`config.mk`:
```
export PLATFORM = sky130hd
export DESIGN_NAME = itaf_accum
export DESIGN_NICKNAME = d
export VERILOG_FILES = /design/src/rtl/itaf_pkg.sv /design/src/rtl/itaf_accum.sv
export SDC_FILE = /design/constraint.sdc
export NUM_CORES = 2
export LEC_CHECK = 0
export ABC_AREA = 1
export BUFFER_PORTS_ARGS = -buffer_cell sky130_fd_sc_hd__buf_4
export CAP_MARGIN = 20
export CORE_MARGIN = 4
export CORE_UTILIZATION = 50
export DETAILED_ROUTE_END_ITERATION = 8
export PLACE_DENSITY = 0.71
export SKIP_LAST_GASP = 1
export SLEW_MARGIN = 20
export SYNTH_ARGS = -nofsm -noshare
export SYNTH_HDL_FRONTEND = slang
export SYNTH_SLANG_ARGS = --single-unit
export TNS_END_PERCENT = 50
```
`constraint.sdc`:
```
create_clock -name clk -period 9.1 [get_ports clk]
set_clock_uncertainty 0.15 [all_clocks]
set_input_delay 1.365 -clock clk [delete_from_list [all_inputs] [get_ports clk]]
set_output_delay 1.365 -clock clk [all_outputs]
set_load 0.01 [all_outputs]
```
`src/rtl/itaf_pkg.sv`:
```
`timescale 1ns / 1ps

package itaf_pkg;

  // Geometry
  localparam int PIXEL_CODES_DEF = 256;
  localparam int LANES           = 8;
  localparam int LANE_W          = 16;
  localparam int PHASES          = 4;
  localparam int PHASE_W         = 2;
  localparam int VEC_USED        = 3;               // vectors 4k..4k+2 per phase
  localparam int VEC_W           = LANES * LANE_W;  // 128
  localparam int HALF_W          = VEC_W / 2;       // 64
  localparam int SEGS            = VEC_USED * 2;    // half-vectors per row
  localparam int SEG_W           = 3;
  localparam int ROW_W           = VEC_USED * VEC_W;
  localparam int BYTES_W         = LANES * 8;
  localparam int PKT_SLOTS       = 2;

  // Request codes
  localparam logic REQ_WRITE = 1'b0;
  localparam logic REQ_PIXEL = 1'b1;

  // Beat index within a result packet
  localparam logic [1:0] BEAT_A0 = 2'd0;
  localparam logic [1:0] BEAT_A1 = 2'd1;
  localparam logic [1:0] BEAT_A2 = 2'd2;

  // Unused vector slot within a phase (4k+3)
  localparam logic [1:0] VEC_SLOT_UNUSED = 2'd3;

  typedef struct packed {
    logic        req_type;
    logic [7:0]  pix0;
    logic [7:0]  pix1;
    logic [7:0]  pix2;
    logic [7:0]  pix3;
    logic        last_group;
    logic [7:0]  entry_pixel;
    logic [3:0]  entry_vector;
    logic        entry_half;
    logic [63:0] entry_data;
  } in_t;

  typedef struct packed {
    logic [63:0] out_bytes;
    logic        last_out;
  } out_t;

  // Tag that travels alongside a table read
  typedef struct packed {
    logic               valid;
    logic [PHASE_W-1:0] phase;
    logic               zero;
    logic               last;
  } rd_tag_t;

  // One group's results
  typedef struct packed {
    logic [BYTES_W-1:0] b0;
    logic [BYTES_W-1:0] b1;
    logic [BYTES_W-1:0] b2;
    logic               last;
  } pkt_t;

  // >>4 arithmetic, clamp to 0..255
  function automatic logic [7:0] sat_lane(input logic [LANE_W-1:0] x);
    logic [7:0] r;
    if (x[LANE_W-1]) begin
      r = 8'd0;
    end else if (x[LANE_W-2:12] != '0) begin
      r = 8'hFF;
    end else begin
      r = x[11:4];
    end
    return r;
  endfunction

  function automatic logic [BYTES_W-1:0] pack_lanes(
      input logic [LANES-1:0][LANE_W-1:0] acc);
    logic [BYTES_W-1:0] r;
    r = '0;
    for (int i = 0; i < LANES; i++) begin
      r[8*i +: 8] = sat_lane(acc[i]);
    end
    return r;
  endfunction

endpackage

```
`src/rtl/itaf_accum.sv`:
```
`timescale 1ns / 1ps

module itaf_accum (
  input  logic                       clk,
  input  logic                       rst_n,
  input  itaf_pkg::rd_tag_t          tag,
  input  logic [itaf_pkg::ROW_W-1:0] rd_data,
  output logic                       pkt_valid,
  output itaf_pkg::pkt_t             pkt
);

  localparam int L = itaf_pkg::LANES;
  localparam int W = itaf_pkg::LANE_W;

  logic [L-1:0][W-1:0] a0_r, a1_r, a2_r;
  logic [L-1:0][W-1:0] a0_nxt, a1_nxt, a2_nxt;
  logic [L-1:0][W-1:0] s0, s1, s2;
  logic                end_phase;

  assign end_phase = (tag.phase == itaf_pkg::PHASE_W'(itaf_pkg::PHASES - 1));

  always_comb begin
    logic [W-1:0] v0, v1, v2, base2;
    for (int l = 0; l < L; l++) begin
      v0 = tag.zero ? '0 : rd_data[0*itaf_pkg::VEC_W + l*W +: W];
      v1 = tag.zero ? '0 : rd_data[1*itaf_pkg::VEC_W + l*W +: W];
      v2 = tag.zero ? '0 : rd_data[2*itaf_pkg::VEC_W + l*W +: W];
      base2 = (tag.phase == '0) ? '0 : a2_r[l];
      s0[l] = a0_r[l] + v0;
      s1[l] = a1_r[l] + v1;
      s2[l] = base2 + v2;
    end
  end

  // End of group: A0 out, shift A1->A0, fresh->A1; last group clears.
  always_comb begin
    a0_nxt = a0_r;
    a1_nxt = a1_r;
    a2_nxt = a2_r;
    if (tag.valid) begin
      if (!end_phase) begin
        a0_nxt = s0;
        a1_nxt = s1;
        a2_nxt = s2;
      end else if (tag.last) begin
        a0_nxt = '0;
        a1_nxt = '0;
      end else begin
        a0_nxt = s1;
        a1_nxt = s2;
      end
    end
  end

  always_ff @(posedge clk) begin
    if (!rst_n) begin
      a0_r <= '0;
      a1_r <= '0;
    end else begin
      a0_r <= a0_nxt;
      a1_r <= a1_nxt;
    end
  end

  always_ff @(posedge clk) begin
    a2_r <= a2_nxt;
  end

  assign pkt_valid = tag.valid && end_phase;
  assign pkt.b0    = itaf_pkg::pack_lanes(s0);
  assign pkt.b1    = itaf_pkg::pack_lanes(s1);
  assign pkt.b2    = itaf_pkg::pack_lanes(s2);
  assign pkt.last  = tag.last;

endmodule

```
== Yosys cells after proc, flatten, opt, wreduce, memory -nomap -nowiden ==
Cells that the tools add are included.

* Shifts and indexed selects: 0
* Order comparisons: 0
* Add/sub/neg operators: 24
* Div/mod/pow operators: 0
* Multipliers: 0
* Equality and inequality tests: 1
* Muxes and demuxes: 84
* Reductions and logical operators: 27
* Bitwise gates (word level): 1

{| class="wikitable"
|+ Operators with widths
! cell !! number
|-
| $mux W128 || 4
|-
| $mux W16 || 32
|-
| $add A16 B16 Y16 || 24
|-
| $mux W8 || 48
|-
| $reduce_bool A3 Y1 || 24
|-
| $eq A2 B2 Y1 const B || 1
|-
| $logic_not A2 Y1 || 1
|-
| $reduce_and A2 Y1 || 1
|-
| $logic_and A1 B1 Y1 || 1
|-
| $not A1 Y1 || 1
|}

* Memory bits (writable): 0
* Input port bits: 391
* Bits in read-only memories: 0
* Output and inout port bits: 194
* Memories: 0
* Register bits: 384
* Latch bits: 0
* Word-level logic and storage cells: 161

== Logic depth before layout (Yosys ltp) ==
* Depth in word-level cells: 6
* Depth in mapped cells: 21
* Mapped depth without buffers: 18

== Worst setup path after synthesis ==
Ideal clock, no wire load.

* Path kind: input to output
* From: input tag[1] (netlist bit)
* To: output pkt[53] (netlist bit)
* Slack: 3.664 ns
* Required time: 7.585 ns
* Arrival time: 3.921 ns
* Path buffers: 4
* Cell stages on the path: 18
* Cell sequence: buf_4 -> buf_2 -> clkbuf_1 -> clkbuf_1 -> nor2_1 -> ha_1 -> fa_1 -> nand3_1 -> nand2_1 -> nand2_1 -> nand2_1 -> nand2_1 -> nand2_1 -> nand2_1 -> nand2_1 -> nand3_2 -> nor2_1 -> nor2_1

{| class="wikitable"
|+ RTL lines
! element !! RTL line !! text
|-
| from (decl) || itaf_accum.sv:6 || <nowiki>input itaf_pkg::rd_tag_t tag,</nowiki>
|-
| to (decl) || itaf_accum.sv:9 || <nowiki>output itaf_pkg::pkt_t pkt</nowiki>
|}

==> metrics.md <==
| Metric | Value |
|---|---|
| DRC | `0` |
| Initial antenna violation count | `6` |
| TNS Setup | `0 ns` |
| CTS Buf Count | `51` |
| DRT iter0 DRCs | `4361` |
| Distinct cells, synth | `41` |
| PostCTS Resize Cnt | `0` |
| Top cells by area, synth | `nand2_1 (21%), inv_1 (14%), dfxtp_1 (12%)` |
| Vias per cell | `5.13` |
| Fillers | `8854` |
| Mapped cell area | `43300 um2` |
| Row count | `107` |
| Post-synth EDFFs | `128` |
| Post-synthesis cell count | `7603` |
| Crit share post-route | `0.728` |
| Fmax | `0.151 GHz` |
| Hpwl dp | `129 mm` |
| Syn Area/Cell | `5.69 um2` |
| CTS clk-pin slew, worst paths | `0.06 ns` |
| Final nets | `8849` |
| Setup violators final | `0` |
| DRT Wirelength | `161 mm` |
| IO Count | `585` |
| CP arrival | `5.11 ns` |
| Post-synthesis register bit count | `384` |
| Critical Path Fanout Max | `65` |
| Synth Flop Type | `dfxtp_1` |
| Power density cells | `146 nW/um2` |
| Post-placement cell count | `9165` |
| Final Util | `0.587` |
| Outcome | `finished clean` |
| Post-synthesis simple-gate area fraction | `0.440` |
| GR Overflow Total | `0` |
| Clk sinks | `384` |
| Synth top area share | `0.215` |
| Gpl congestion | `0.992` |
| Core area | `85500 um2` |
| Final min period | `6.63 ns` |
| TritonCTS clock tree | `done` |
| Worst Path Required | `7.59 ns` |
| Routed len/inst | `17.4 um` |
| Largest net degree at the start of global routing | `145` |
| Ratio of cells with drive above 1 in the final layout | `0.0963` |
| H-tree depth reported by CTS | `2` |
| Reg-to-Reg Start | `a1_r[80]` |
| Die H | `302 um` |
| Pleak | `31.1 nW` |
| Total of max-cap violations | `0` |
| Crit. End Element | `output port` |
| Via count | `47.5k` |
| # hold bufs at CTS | `0` |
| Buffers on Ports | `584` |
| Die Wd | `302 um` |
| Synth Area in Compound Gates | `0.0405` |
| R2r setup slk | `6.13 ns` |
| Relative max-transition margin | `0.156` |
| Setup bufs post-CTS | `0` |
| Hold Crit Class | `register to register` |
| Area delta synth->final | `16.0%` |
| Xor/xnor share of the synthesized area | `0.0375` |
| Crit start category | `input port` |
| Hold Fails Final Rpt | `0` |
| Vias in the first global route | `43.2k` |
| Post-synth net total | `8378` |
| Initial cell density of the core | `0.506` |
| Worst hold path cell count | `2` |
| Root buffer cell | `clkbuf_16` |
| Hold path start | `a1_r[48]` |
| Largest family of logic cells by synthesized area | `simple AND/OR/NAND/NOR gates` |
| Worst-skew pair later-pin latency | `0.63 ns` |
| Synth area leader | `nand2_1` |
| Pre-Repair DR Iteration Count | `6` |
| Mux contribution to synthesized area | `0` |
| Asr flop ratio synth | `0` |
| Worst-Margin Slew | `1.26 ns` |
| Unrepaired setup endpoints after global routing | `no` |
| Crit path kind | `input port to output port` |
| Bufs on Longest Clock Path | `3` |
| R2r worst-path depth | `8` |
| Post-synthesis sequential area ratio | `0.207` |
| Max-slew violations | `0` |
| Hold Path End | `a1_r[48]` |
| Total number of yosys warnings | `0` |
| Die Area | `91300 um2` |
| GRT Util Overall | `0.339` |
| Finished Layout Cells | `9265` |
| Area share of fa/ha/maj cells after synthesis | `0.115` |
| Global-route wire length before repair | `242 mm` |
| Final antenna-violating net count | `0` |
| Origin of the worst setup path | `tag[3]` |
| Reg2reg end | `a0_r[84]` |
| Maximum vdd drop | `0.153 mV` |
-- area by class of cell --
cell class	count	area [um2]	area share
clock inverter	27	289	0.00576
multi-input combinational	5434	27400	0.546
timing repair buffer	604	4600	0.0916
sequential	384	8970	0.179
antenna	4	10.0	0.000199
inverter	1599	6020	0.120
clock buffer	69	1490	0.0296
tap	1144	1430	0.0285
-- routing by layer --
| metal | vias to the layer above | GRT usage | share of wire |
|---|---|---|---|
| li1 | 23939 | - | - |
| met2 | 1756 | 0.507 | 0.41 |
| met5 | - | 0 | 0.00035 |
| met3 | 219 | 0.0547 | 0.098 |
| met1 | 21576 | 0.502 | 0.46 |
| met4 | 8 | 0.0962 | 0.031 |
-- critical path, stage by stage --
cell,delay [ns]
buf_4,0.11
or2_2,0.57
inv_4,0.65
buf_12,0.29
nor2_1,0.07
ha_1,0.24
fa_1,0.47
nand3_1,0.09
nand2_1,0.11
nand2_1,0.09
nand2_1,0.11
nand2_1,0.10
nand3_1,0.10
nand2_1,0.11
nand3_2,0.18
nor2_1,0.15
nor2_1,0.05
buf_4,0.14
-- logic make-up (layout without fill, tap and decap cells) --
group | Yosys count | count (layout)
simple gates | 4551 | 4551
xor+xnor | 176 | 176
other cells | 0 | 4
fa+ha+maj | 384 | 384
buf+inv | 1785 | 2299
flops | 384 | 384
compound gates | 323 | 323
-- synth_stat cells (2+ instances only) --
cell type  instances
or2_1              7
o221ai_1           8
ha_1             360
inv_2              6
nand2_2           12
buf_1              9
a21boi_0           2
nand4_1           27
buf_6             13
nor2_1          1044
edfxtp_1         128
a21oi_1          234
nor2_4             2
and2_0             3
nand2_4            3
nand3b_1          73
o22ai_1            4
xor2_2            11
nand3_2           23
fa_1              24
buf_4              7
nor3_2            11
nor3_1            58
buf_2             58
clkbuf_1          99
inv_1           1591
xor2_1           120
dfxtp_1          256
a31oi_1           37
nand2_1         2477
or2_2             10
and2_1           124
xnor2_1           45
and2_4             6
o211ai_1          15
o21ai_0           18
nand3_1          670
a22oi_1            5
-- flip-flops by register name, indices dropped and copies added, names as in the netlist --
signal and count:
a0_r 128, a1_r 128, a2_r 128
-- placed cells by master (no fill, tap or decap), drive strengths merged --
cell	n
a22oi	5
o21ai	18
inv	1602
nor3	69
and2	133
bufinv	5
or2	17
nand2	2492
diode	4
a21boi	2
dfxtp	256
clkinv	16
clkbuf	69
a31oi	37
xnor2	45
o22ai	4
o211ai	15
edfxtp	128
nand3	693
o221ai	8
xor2	131
fa	24
ha	360
nand3b	73
clkinvlp	3
buf	604
a21oi	234
nor2	1047
nand4	27
-- how the worst max path moves through the flow --
| stage | to | slack, ns |
|---|---|---|
| 2_1_floorplan | pkt[53] | 3.66 |
| 3_3_place_gp | pkt[39] | 2.53 |
| 3_5_place_dp | pkt[40] | 2.45 |
| 4_1_cts | pkt[35] | 2.46 |
| 5_1_grt | pkt[36] | 2.15 |
| 6_report | pkt[35] | 2.47 |
-- stage by stage --
step | setup slack, ns | power, mW | instance area [um2] | hold slack (ns)
6_report | 2.47 | 7.34 | 50200 | 0.345
5_1_grt | 2.15 | 7.73 | 50200 | 0.362
4_1_cts | 2.46 | 7.32 | 50200 | 0.347
3_5_place_dp | 2.45 | 5.12 | 48400 | 0.329
3_3_place_gp | 2.53 | 5.10 | 48400 | 0.326
2_1_floorplan | 3.66 | 3.97 | 43300 | 0.306
-- where the power goes --
part	switching [mW]	leakage, nW	internal [mW]	total, mW
Combinational	1.96	26.9	1.13	3.09
Sequential	0.0748	3.33	1.98	2.05
Clock	0.904	0.878	1.29	2.19
(Power assumes the default switching activity.)
