**config.mk**
```make
export PLATFORM = sky130hd
export DESIGN_NAME = itaf_outq
export DESIGN_NICKNAME = d
export VERILOG_FILES = /design/src/rtl/itaf_pkg.sv /design/src/rtl/itaf_outq.sv
export SDC_FILE = /design/constraint.sdc
export NUM_CORES = 1
export LEC_CHECK = 0
export ABC_AREA = 1
export BUFFER_PORTS_ARGS = -buffer_cell sky130_fd_sc_hd__clkbuf_2
export CORE_MARGIN = 8
export CORE_UTILIZATION = 30
export CTS_BUF_LIST = sky130_fd_sc_hd__clkbuf_4 sky130_fd_sc_hd__clkbuf_8
export DETAILED_ROUTE_END_ITERATION = 10
export PLACE_DENSITY = 0.48
export SYNTH_ARGS = -nofsm -noshare
export SYNTH_HDL_FRONTEND = slang
export SYNTH_SLANG_ARGS = --single-unit
```
**constraint.sdc**
```tcl
create_clock -name clk -period 13.45 [get_ports clk]
set_clock_uncertainty 0.1 [all_clocks]
set_input_delay 2.0175 -clock clk [delete_from_list [all_inputs] [get_ports clk]]
set_output_delay 2.0175 -clock clk [all_outputs]
set_load 0.05 [all_outputs]
```
**src/rtl/itaf_pkg.sv**
```systemverilog
`timescale 1ns / 1ps

package itaf_pkg;

  // Geometry
  localparam int PIXEL_CODES_DEF = 256;
  localparam int LANES           = 8;
  localparam int LANE_W          = 16;
  localparam int PHASES          = 4;
  localparam int PHASE_W         = 2;
  localparam int VEC_USED        = 3;               // vectors 4k..4k+2 per phase
  localparam int VEC_W           = LANES * LANE_W;  // 128
  localparam int HALF_W          = VEC_W / 2;       // 64
  localparam int SEGS            = VEC_USED * 2;    // half-vectors per row
  localparam int SEG_W           = 3;
  localparam int ROW_W           = VEC_USED * VEC_W;
  localparam int BYTES_W         = LANES * 8;
  localparam int PKT_SLOTS       = 2;

  // Request codes
  localparam logic REQ_WRITE = 1'b0;
  localparam logic REQ_PIXEL = 1'b1;

  // Beat index within a result packet
  localparam logic [1:0] BEAT_A0 = 2'd0;
  localparam logic [1:0] BEAT_A1 = 2'd1;
  localparam logic [1:0] BEAT_A2 = 2'd2;

  // Unused vector slot within a phase (4k+3)
  localparam logic [1:0] VEC_SLOT_UNUSED = 2'd3;

  typedef struct packed {
    logic        req_type;
    logic [7:0]  pix0;
    logic [7:0]  pix1;
    logic [7:0]  pix2;
    logic [7:0]  pix3;
    logic        last_group;
    logic [7:0]  entry_pixel;
    logic [3:0]  entry_vector;
    logic        entry_half;
    logic [63:0] entry_data;
  } in_t;

  typedef struct packed {
    logic [63:0] out_bytes;
    logic        last_out;
  } out_t;

  // Tag that travels alongside a table read
  typedef struct packed {
    logic               valid;
    logic [PHASE_W-1:0] phase;
    logic               zero;
    logic               last;
  } rd_tag_t;

  // One group's results
  typedef struct packed {
    logic [BYTES_W-1:0] b0;
    logic [BYTES_W-1:0] b1;
    logic [BYTES_W-1:0] b2;
    logic               last;
  } pkt_t;

  // >>4 arithmetic, clamp to 0..255
  function automatic logic [7:0] sat_lane(input logic [LANE_W-1:0] x);
    logic [7:0] r;
    if (x[LANE_W-1]) begin
      r = 8'd0;
    end else if (x[LANE_W-2:12] != '0) begin
      r = 8'hFF;
    end else begin
      r = x[11:4];
    end
    return r;
  endfunction

  function automatic logic [BYTES_W-1:0] pack_lanes(
      input logic [LANES-1:0][LANE_W-1:0] acc);
    logic [BYTES_W-1:0] r;
    r = '0;
    for (int i = 0; i < LANES; i++) begin
      r[8*i +: 8] = sat_lane(acc[i]);
    end
    return r;
  endfunction

endpackage

```
**src/rtl/itaf_outq.sv**
```systemverilog
`timescale 1ns / 1ps

module itaf_outq (
  input  logic           clk,
  input  logic           rst_n,
  input  logic           push,
  input  itaf_pkg::pkt_t push_pkt,
  output logic           out_valid,
  input  logic           out_stall,
  output itaf_pkg::out_t out_data,
  output logic           pkt_done
);

  itaf_pkg::pkt_t slot_r [itaf_pkg::PKT_SLOTS];
  logic           wr_ptr_r, rd_ptr_r;
  logic [1:0]     cnt_r, cnt_nxt;
  logic [1:0]     beat_r, beat_nxt;
  itaf_pkg::pkt_t head;
  logic           beat_acc;
  logic           final_beat;

  assign head       = slot_r[rd_ptr_r];
  assign out_valid  = (cnt_r != '0);
  assign beat_acc   = out_valid && !out_stall;
  assign final_beat = head.last ? (beat_r == itaf_pkg::BEAT_A2)
                                : (beat_r == itaf_pkg::BEAT_A0);
  assign pkt_done   = beat_acc && final_beat;

  always_comb begin
    out_data = '0;
    unique case (beat_r)
      itaf_pkg::BEAT_A0: out_data.out_bytes = head.b0;
      itaf_pkg::BEAT_A1: out_data.out_bytes = head.b1;
      itaf_pkg::BEAT_A2: begin
        out_data.out_bytes = head.b2;
        out_data.last_out  = head.last;
      end
      default: out_data.out_bytes = head.b0;
    endcase
  end

  always_comb begin
    cnt_nxt  = cnt_r + 2'(push) - 2'(pkt_done);
    beat_nxt = beat_r;
    if (pkt_done) begin
      beat_nxt = itaf_pkg::BEAT_A0;
    end else if (beat_acc) begin
      beat_nxt = beat_r + 2'd1;
    end
  end

  always_ff @(posedge clk) begin
    if (!rst_n) begin
      wr_ptr_r <= 1'b0;
      rd_ptr_r <= 1'b0;
      cnt_r    <= '0;
      beat_r   <= itaf_pkg::BEAT_A0;
    end else begin
      if (push) begin
        wr_ptr_r <= ~wr_ptr_r;
      end
      if (pkt_done) begin
        rd_ptr_r <= ~rd_ptr_r;
      end
      cnt_r  <= cnt_nxt;
      beat_r <= beat_nxt;
    end
  end

  always_ff @(posedge clk) begin
    if (push) begin
      slot_r[wr_ptr_r] <= push_pkt;
    end
  end

endmodule

```
Word level (Yosys, flattened, before mapping):

Memory sizes are Yosys's and may differ from the RTL's. A register that Yosys moved wholly into a read port is not among the register bits.
Cells that the tools add are included.

* register bits: 6
* bits in latches: 0
* memory bits (writable): 386
* ROM bits: 0
* output and inout bits: 67
* memories: 1

* $add $sub $neg: 3
* multiply operators: 0
* divide/modulo/power cells: 0
* order comparisons: 0
* equal/unequal tests: 2
* shift operators: 0
* multiplexer cells: 7
* bitwise gates (word level): 3
* reductions and logical operators: 6

Memory list
* slot_r: words 2, bits a word 193, read ports 1, clocked after memory_dff 1, write ports 1, line itaf_outq.sv:14 `itaf_pkg::pkt_t slot_r [itaf_pkg::PKT_SLOTS];`

Operator list (number)
* $pmux 64 s2: 1
* $mux 1: 6
* $not 1->1: 3
* $add 2x1->2: 1
* $add 2x1->2 const B: 1
* $eq 2x1->1 const B: 1
* $eq 2x2->1 const B: 1
* $logic_and 1x1->1: 2
* $logic_not 2->1: 1
* $reduce_bool 2->1: 1
* $reduce_or 2->1: 1
* $sub 2x1->2: 1
* $logic_not 1->1: 1

Depth between registers and ports, before layout:

Gate-level depths: netlist of run 1.

* word-level depth: 5
* gate-level depth with buffers: 13
* mapped depth without buffers: 12

Worst setup path before layout of run 1:

Ideal clock, no wire load.

* path kind: in2reg
* start point: input port push
* end point: memory slot_r[0][0] (netlist name) (enable)
* arrival time: 10.123 ns
* data required time: 12.595 ns
* setup slack: 2.472 ns
* cell stages on the path: 2
* path buffers: 0
* path through: inv_1 > nor2_1

* cells in the longest elaborated chain, start to end: 2

Ends and longest elaborated chain
* from (decl): line itaf_outq.sv:6 `input logic push,`
* $mux 1: line itaf_outq.sv:71 `if (push) begin`
* $mux 1 (implied by the code): line itaf_outq.sv:72 `slot_r[wr_ptr_r] <= push_pkt;`
* to (decl): line itaf_outq.sv:14

Every way passes these cells.

==> results.cfg, run 1 <==
[worst_setup_path]
path_cells = inv_8 -> buf_4 -> nand2_1 -> nand3_2 -> nand3_4 -> inv_2 -> clkbuf_2
cp_slowest_stage_delay_ps = 840
critPathSlowestCell = buf_4
cp-end-kind = primary output
r2r-end = cnt_r[1]
reg2regPathDepth = 13
cp.arrival_ps = 3520
rrSetupSlack_ps = 9820
endpoint = pkt_done
worst_setup_path_start_kind = flip-flop
cp.required_ps = 11330
critical_path_class = flip-flop to primary output
path_max_fanout = 123

[drt]
wl_per_cell_um = 18.63
vias = 9702
drt-total-wl_um = 40260
dr.pass1.iters = 5
dr.first_iter.drc_count = 608
drtAntennaViolNets = 0
drc = 0
vias_per_cell = 4.490

[worst_hold_path]
hp-class = flip-flop to flip-flop

[sta]
fin_crit_sh_pct = 41.92
slew_headroom_pct = 32.00
fin_setup_tns_ps = 0
fmax_ghz = 0.1774
maxSlewViolCount = 0
fin_ws_ps = 7812
setup_viol = 0
rsz0062_at_grt = no
fin_crit_ps = 5638
tightest_slew_ps = 1020
hold_viol = 0
hold_ws_ps = 378.2

[floorplan]
dieHeight_um = 242.6
rows = 83
coreArea_mm2 = 0.05109
die_area_mm2 = 0.05887
num_io_pins = 264
initial_utilization_pct = 30.16
dieWidth_um = 242.6

[clock_network]
clockRootBuffer = clkbuf_8
path_clk_slew_ps = 60
cts-buffers-inserted = 72
cts_buffer_depth = 3
post_cts_buffers = 0
post_cts_resized = 0
cts.sinks = 393
postCtsHoldBufs = 0
cts_tree = built
clk_latency_ps = 620
htreeDepth = 3

[finish]
fillCellCount = 5078
area_growth_pct = 21.35
regArea_mm2 = 0.01174
multi_input_area_mm2 = 0.003217
drive_above_1_share_pct = 31.46
nNetsFinal = 1634

[placed_design]
port_buffers = 263
dp_hpwl_um = 23660
dp_slack_ps = 8337
gp_congestion = 0.7089

[yosys]
synth_warnings = 0
syn_area_mm2 = 0.01541
syn_inst = 1154
seq_area_frac_synth_pct = 76.13
syn-num-nets = 1356
ys_types = 25
synth-seq-cells = 393
syn_area_per_cell_um2 = 13.35

[power_and_ir_drop]
power_density_mw_per_mm2 = 173.6
ir_drop_uv = 94.73
p_leak_nw = 6.823
power_mw = 3.246

[grt]
grt_max_degree = 124
grt_pass1_vias = 10000
gr-usage-all-layers_pct = 13.45
grt_pass1_wl_um = 61470
grt_overflow_total = 0
antenna_found_initial = 3

[flow_run]
max_cap_violations = 0

[status]
status = complete, no violations
-- per-stage QoR --
step	instances	util [%]	instance area (um^2)
floorplan	1154	-	15410
global placement	2038	33.81	17280
detailed placement	2038	33.81	17280
CTS	2158	36.59	18690
global route	2160	36.60	18700
finish	2161	36.60	18700
-- worst min-delay path by stage --
stage                         from        to  depth (start not counted)
final                     cnt_r[1]  cnt_r[1]                          2
after global placement    cnt_r[1]  cnt_r[1]                          2
after floorplan           cnt_r[1]  cnt_r[1]                          2
after global routing      cnt_r[1]  cnt_r[1]                          2
after CTS                 cnt_r[1]  cnt_r[1]                          2
after detailed placement  cnt_r[1]  cnt_r[1]                          2
-- cell usage in the layout (no fill, tap or decap), drive strengths merged --
cell      synthesis  layout
a21oi             4       4
buf              50      11
bufinv            0       4
clkbuf           20     359
clkinv            0      17
clkinvlp          0       3
dfxtp             7       7
diode             0       3
edfxtp          386     386
ha                5       5
inv              16      16
nand2           142     142
nand3             2       2
nand4             1       1
nor2            263     263
o21ai           193     193
o22ai            64      64
xnor2             1       1
-- final cells by class --
class	count	share of cell area, %
sequential	393	62.75
multi-input combinational	675	17.20
timing repair buffer	274	7.480
clock buffer	96	6.430
tap	680	4.550
clock inverter	24	1.144
inverter	16	0.4014
antenna	3	0.04014
-- metal layers --
layer	up-vias	part of all wire (%)	track usage, %
met2	249	47	20.94
met3	85	4.9	3.690
li1	4712	-	-
met1	4654	45	17.88
met5	-	0.032	0
met4	2	2.5	4.866
-- where the power goes --
| part | switching [mW] | internal [mW] | leakage [nW] | total [mW] |
|---|---|---|---|---|
| Clock | 0.486 | 0.653 | 0.739 | 1.14 |
| Sequential | 0.0202 | 1.42 | 3.68 | 1.44 |
| Combinational | 0.518 | 0.147 | 2.40 | 0.666 |
| Total | 1.02 | 2.22 | 6.82 | 3.25 |
-- flip-flops by register name (all words and copies together), names as in the netlist, named ones only --
signal / count
beat_r: 2
cnt_r: 2
rd_ptr_r: 1
slot_r: 386
wr_ptr_r: 1
-- synth_stat cells, drive strengths merged --
cell	number	area, um^2
nand2	142	543.0
o22ai	64	400.4
xnor2	1	8.760
edfxtp	386	11590
nand3	2	27.53
clkbuf	20	75.07
buf	50	351.6
dfxtp	7	140.1
ha	5	62.56
nor2	263	1150
o21ai	193	965.9
nand4	1	6.260
inv	16	60.06
a21oi	4	27.53
-- worst max-delay path: cells and delay by family, from the launching register on --
| kind | cells | cell delay [ps] |
|---|---|---|
| buffers and inverters | 4 | 1830 |
| AND/OR/NAND/NOR | 3 | 520 |
| flip-flops | 1 | 460 |
-- logic make-up after synthesis --
logic type,Yosys count,share of synthesized area [%]
flops,393,76.13
simple gates,408,11.20
buf+inv,86,3.159
xor+xnor,1,0.05685
fa+ha+maj,5,0.4060
compound gates,261,9.045
(Power assumes the default switching activity.)
==> run 2: changes to the inputs <==
--- a/config.mk
+++ b/config.mk
@@ -5,7 +5,7 @@
 export SDC_FILE = /design/constraint.sdc
 export NUM_CORES = 1
 export LEC_CHECK = 0
-export ABC_AREA = 1
+export ABC_AREA = 0
 export BUFFER_PORTS_ARGS = -buffer_cell sky130_fd_sc_hd__clkbuf_2
 export CORE_MARGIN = 8
 export CORE_UTILIZATION = 30
==> constraint.sdc (replaced) <==
create_clock -name clk -period 5.4 [get_ports clk]
set_clock_uncertainty 0.1 [all_clocks]
set_input_delay 0.81 -clock clk [delete_from_list [all_inputs] [get_ports clk]]
set_output_delay 0.81 -clock clk [all_outputs]
set_load 0.05 [all_outputs]
==> run 2 against run 1 <==
Effect of this change:
- die area up 1.2%
- critical path depth down 1
- register-to-register slack worse by 7300 ps
- worst hold slack worse by 110 ps
- sequential power up 150%
- non-clock buffer count up 1
- via count down 11%
- routed wire length down 6.9%
- area after synthesis up 1.3%
- largest cell class unchanged
==> results.cfg, run 2 <==
[yosys]
syn-num-nets = 1071
synth_edf_count = 386
synth.mux.area_fraction_pct = 10.50
syn_area_mm2 = 0.01561
synth_most_common_cell = edfxtp_1
netlist_top_cells_count = 386 x edfxtp_1, 86 x mux2_2, 66 x nor2b_1
yosys.area_share.xor_xnor_pct = 0.1122
async_flop_share_pct = 0
synth_area_leaders = edfxtp_1 74%, mux2_2 6.2%, mux2_4 4.0%
seq_area_frac_synth_pct = 75.15
synth_compound_area_share_pct = 8.319
synth_warnings = 0
ys_types = 27
synthAdderAreaFrac_pct = 0.4007
synth_top_family_by_area = multiplexers
synth_top_area_share_pct = 74.25
synth_ff_type = edfxtp_1
syn_inst = 869
synth-simple-area-share_pct = 3.158
syn_area_per_cell_um2 = 17.96
yosys.area.top_type = edfxtp_1
synth-seq-cells = 393

[worst_setup_path]
crit_start = beat_r[0]
cp.arrival_ps = 3110
reg2regPathDepth = 10
critical_path_class = flip-flop to primary output
r2r-end = cnt_r[1]
endpoint = out_data[31]
worst_setup_path_start_kind = flip-flop
reg2reg_from = beat_r[0]
path_max_fanout = 75
cp.required_ps = 4490
rrSetupSlack_ps = 2480
cp-end-kind = primary output

[power_and_ir_drop]
p_sw_share_pct = 31.71
p_int_mw = 5.718
power_frac_comb_pct = 23.2
seq_power_share_pct = 42.9
switching_power_mw = 2.655
ir_drop_uv = 227.7
power_density_mw_per_mm2 = 438.1
p_clk_share_pct = 33.9
p_leak_nw = 6.710

[sta]
maxSlewViolCount = 0
fmax_ghz = 0.2486
fin_ws_ps = 1378
slew_headroom_pct = 30.75
fin_crit_sh_pct = 74.49
setup_viol = 0
fin_crit_ps = 4022
hold_viol = 0
rsz0062_at_grt = no
fin_setup_tns_ps = 0
tightest_slew_ps = 1039

[placed_design]
place_area_mm2 = 0.01764
numPlacedInstances = 1766
dp_hpwl_um = 22950
gp_congestion = 0.7349
port_buffers = 263
dp_slack_ps = 1924

[clock_network]
cts_buffer_depth = 3
post_cts_resized = 0
cts.sinks = 393
clk_latency_ps = 610
htreeDepth = 3
clockRootBuffer = clkbuf_8
path_clk_slew_ps = 60
cts-buffers-inserted = 72
post_cts_buffers = 0
cts_tree = built
postCtsHoldBufs = 0

[drt]
vias = 8672
wl_per_cell_um = 19.69
dr.first_iter.drc_count = 451
vias_per_cell = 4.557
drc = 0
drtAntennaViolNets = 0
dr.pass1.iters = 4
drt-total-wl_um = 37480

[grt]
gr-usage-all-layers_pct = 12.40
grt_pass1_vias = 9387
grt_overflow_total = 0
grt_max_degree = 93
antenna_found_initial = 9
grt_pass1_wl_um = 56790

[finish]
nNetsFinal = 1362
reg.largest.list = slot_r: 386 flops, beat_r: 2 flops, cnt_r: 2 flops
finalInstanceArea_mm2 = 0.01911
layout_commonest_cell = edfxtp_1
area_growth_pct = 22.42
final_cell_mix = 386 x edfxtp_1, 263 x clkbuf_2, 86 x mux2_2
fin_util_pct = 37.18
fin_cells = 1903
drive_above_1_share_pct = 43.01
fillCellCount = 4922
largest-register = slot_r
largest_reg_flops = 386

[floorplan]
num_io_pins = 264
die_area_mm2 = 0.05959
rows = 83
dieWidth_um = 244.1
dieHeight_um = 244.1
initial_utilization_pct = 30.37
coreArea_mm2 = 0.05141

[flow_run]
max_cap_violations = 0

[status]
status = complete, no violations

[worst_hold_path]
hp-class = primary input to flip-flop
[run 2: stage by stage]
step | total power, mW | hold WS [ps]
floorplan | 5.127 | 351.6
global placement | 5.631 | 353.2
detailed placement | 5.642 | 365.4
CTS | 8.555 | 174.9
global route | 8.788 | 204.5
finish | 8.373 | 267.6
[run 2: cell families after synthesis]
| family | Yosys count |
|---|---|
| AND/OR/NAND/NOR | 79 |
| adder cells (fa/ha/maj) | 5 |
| multiplexers | 132 |
| AO/OA/AOI/OAI | 195 |
| buffers and inverters | 63 |
| XOR/XNOR | 2 |
| flip-flops | 393 |
[run 2: layout make-up]
cell class	instances	area, um^2	share of cell area [%]
multi-input combinational	413	3558	18.62
clock inverter	32	225.2	1.178
timing repair buffer	275	1481	7.752
inverter	5	18.77	0.09821
antenna	7	17.52	0.09166
tap	680	850.8	4.452
sequential	393	11740	61.41
clock buffer	98	1224	6.403
[run 2: per-layer routing]
layer | GRT usage [%] | vias up | wire [um]
met5 | 0 | - | 62
met4 | 4.732 | 10 | 837
met3 | 4.960 | 80 | 3128
met2 | 20.12 | 237 | 17940
met1 | 14.70 | 4267 | 15510
li1 | - | 4078 | -
[run 2: worst min path at each step]
stage / start / end / slack [ps] / cells past startpoint
3_3_place_gp: rd_ptr_r / flip-flop / 350 / 2
3_5_place_dp: rd_ptr_r / flip-flop / 370 / 2
5_1_grt: push_pkt[126] / slot_r[0][126] / 200 / 1
2_1_floorplan: rd_ptr_r / flip-flop / 350 / 2
4_1_cts: push_pkt[152] / slot_r[0][152] / 170 / 1
6_report: push_pkt[152] / slot_r[0][152] / 270 / 1
[run 2: power groups by stage]
| stage | registers, mW | clock network [mW] | logic, mW |
|---|---|---|---|
| floorplan | 3.63 | 0 | 1.49 |
| global placement | 3.65 | 0 | 1.98 |
| detailed placement | 3.65 | 0 | 1.99 |
| CTS | 3.59 | 2.97 | 1.99 |
| global route | 3.60 | 3.10 | 2.09 |
| finish | 3.59 | 2.84 | 1.94 |
[run 2: critical path, stage by stage (launching register included)]
cell      delay [ps]
dfxtp_1          400
inv_1            150
ha_4             950
buf_4            420
a211oi_1          80
a21oi_1          160
clkbuf_2         300
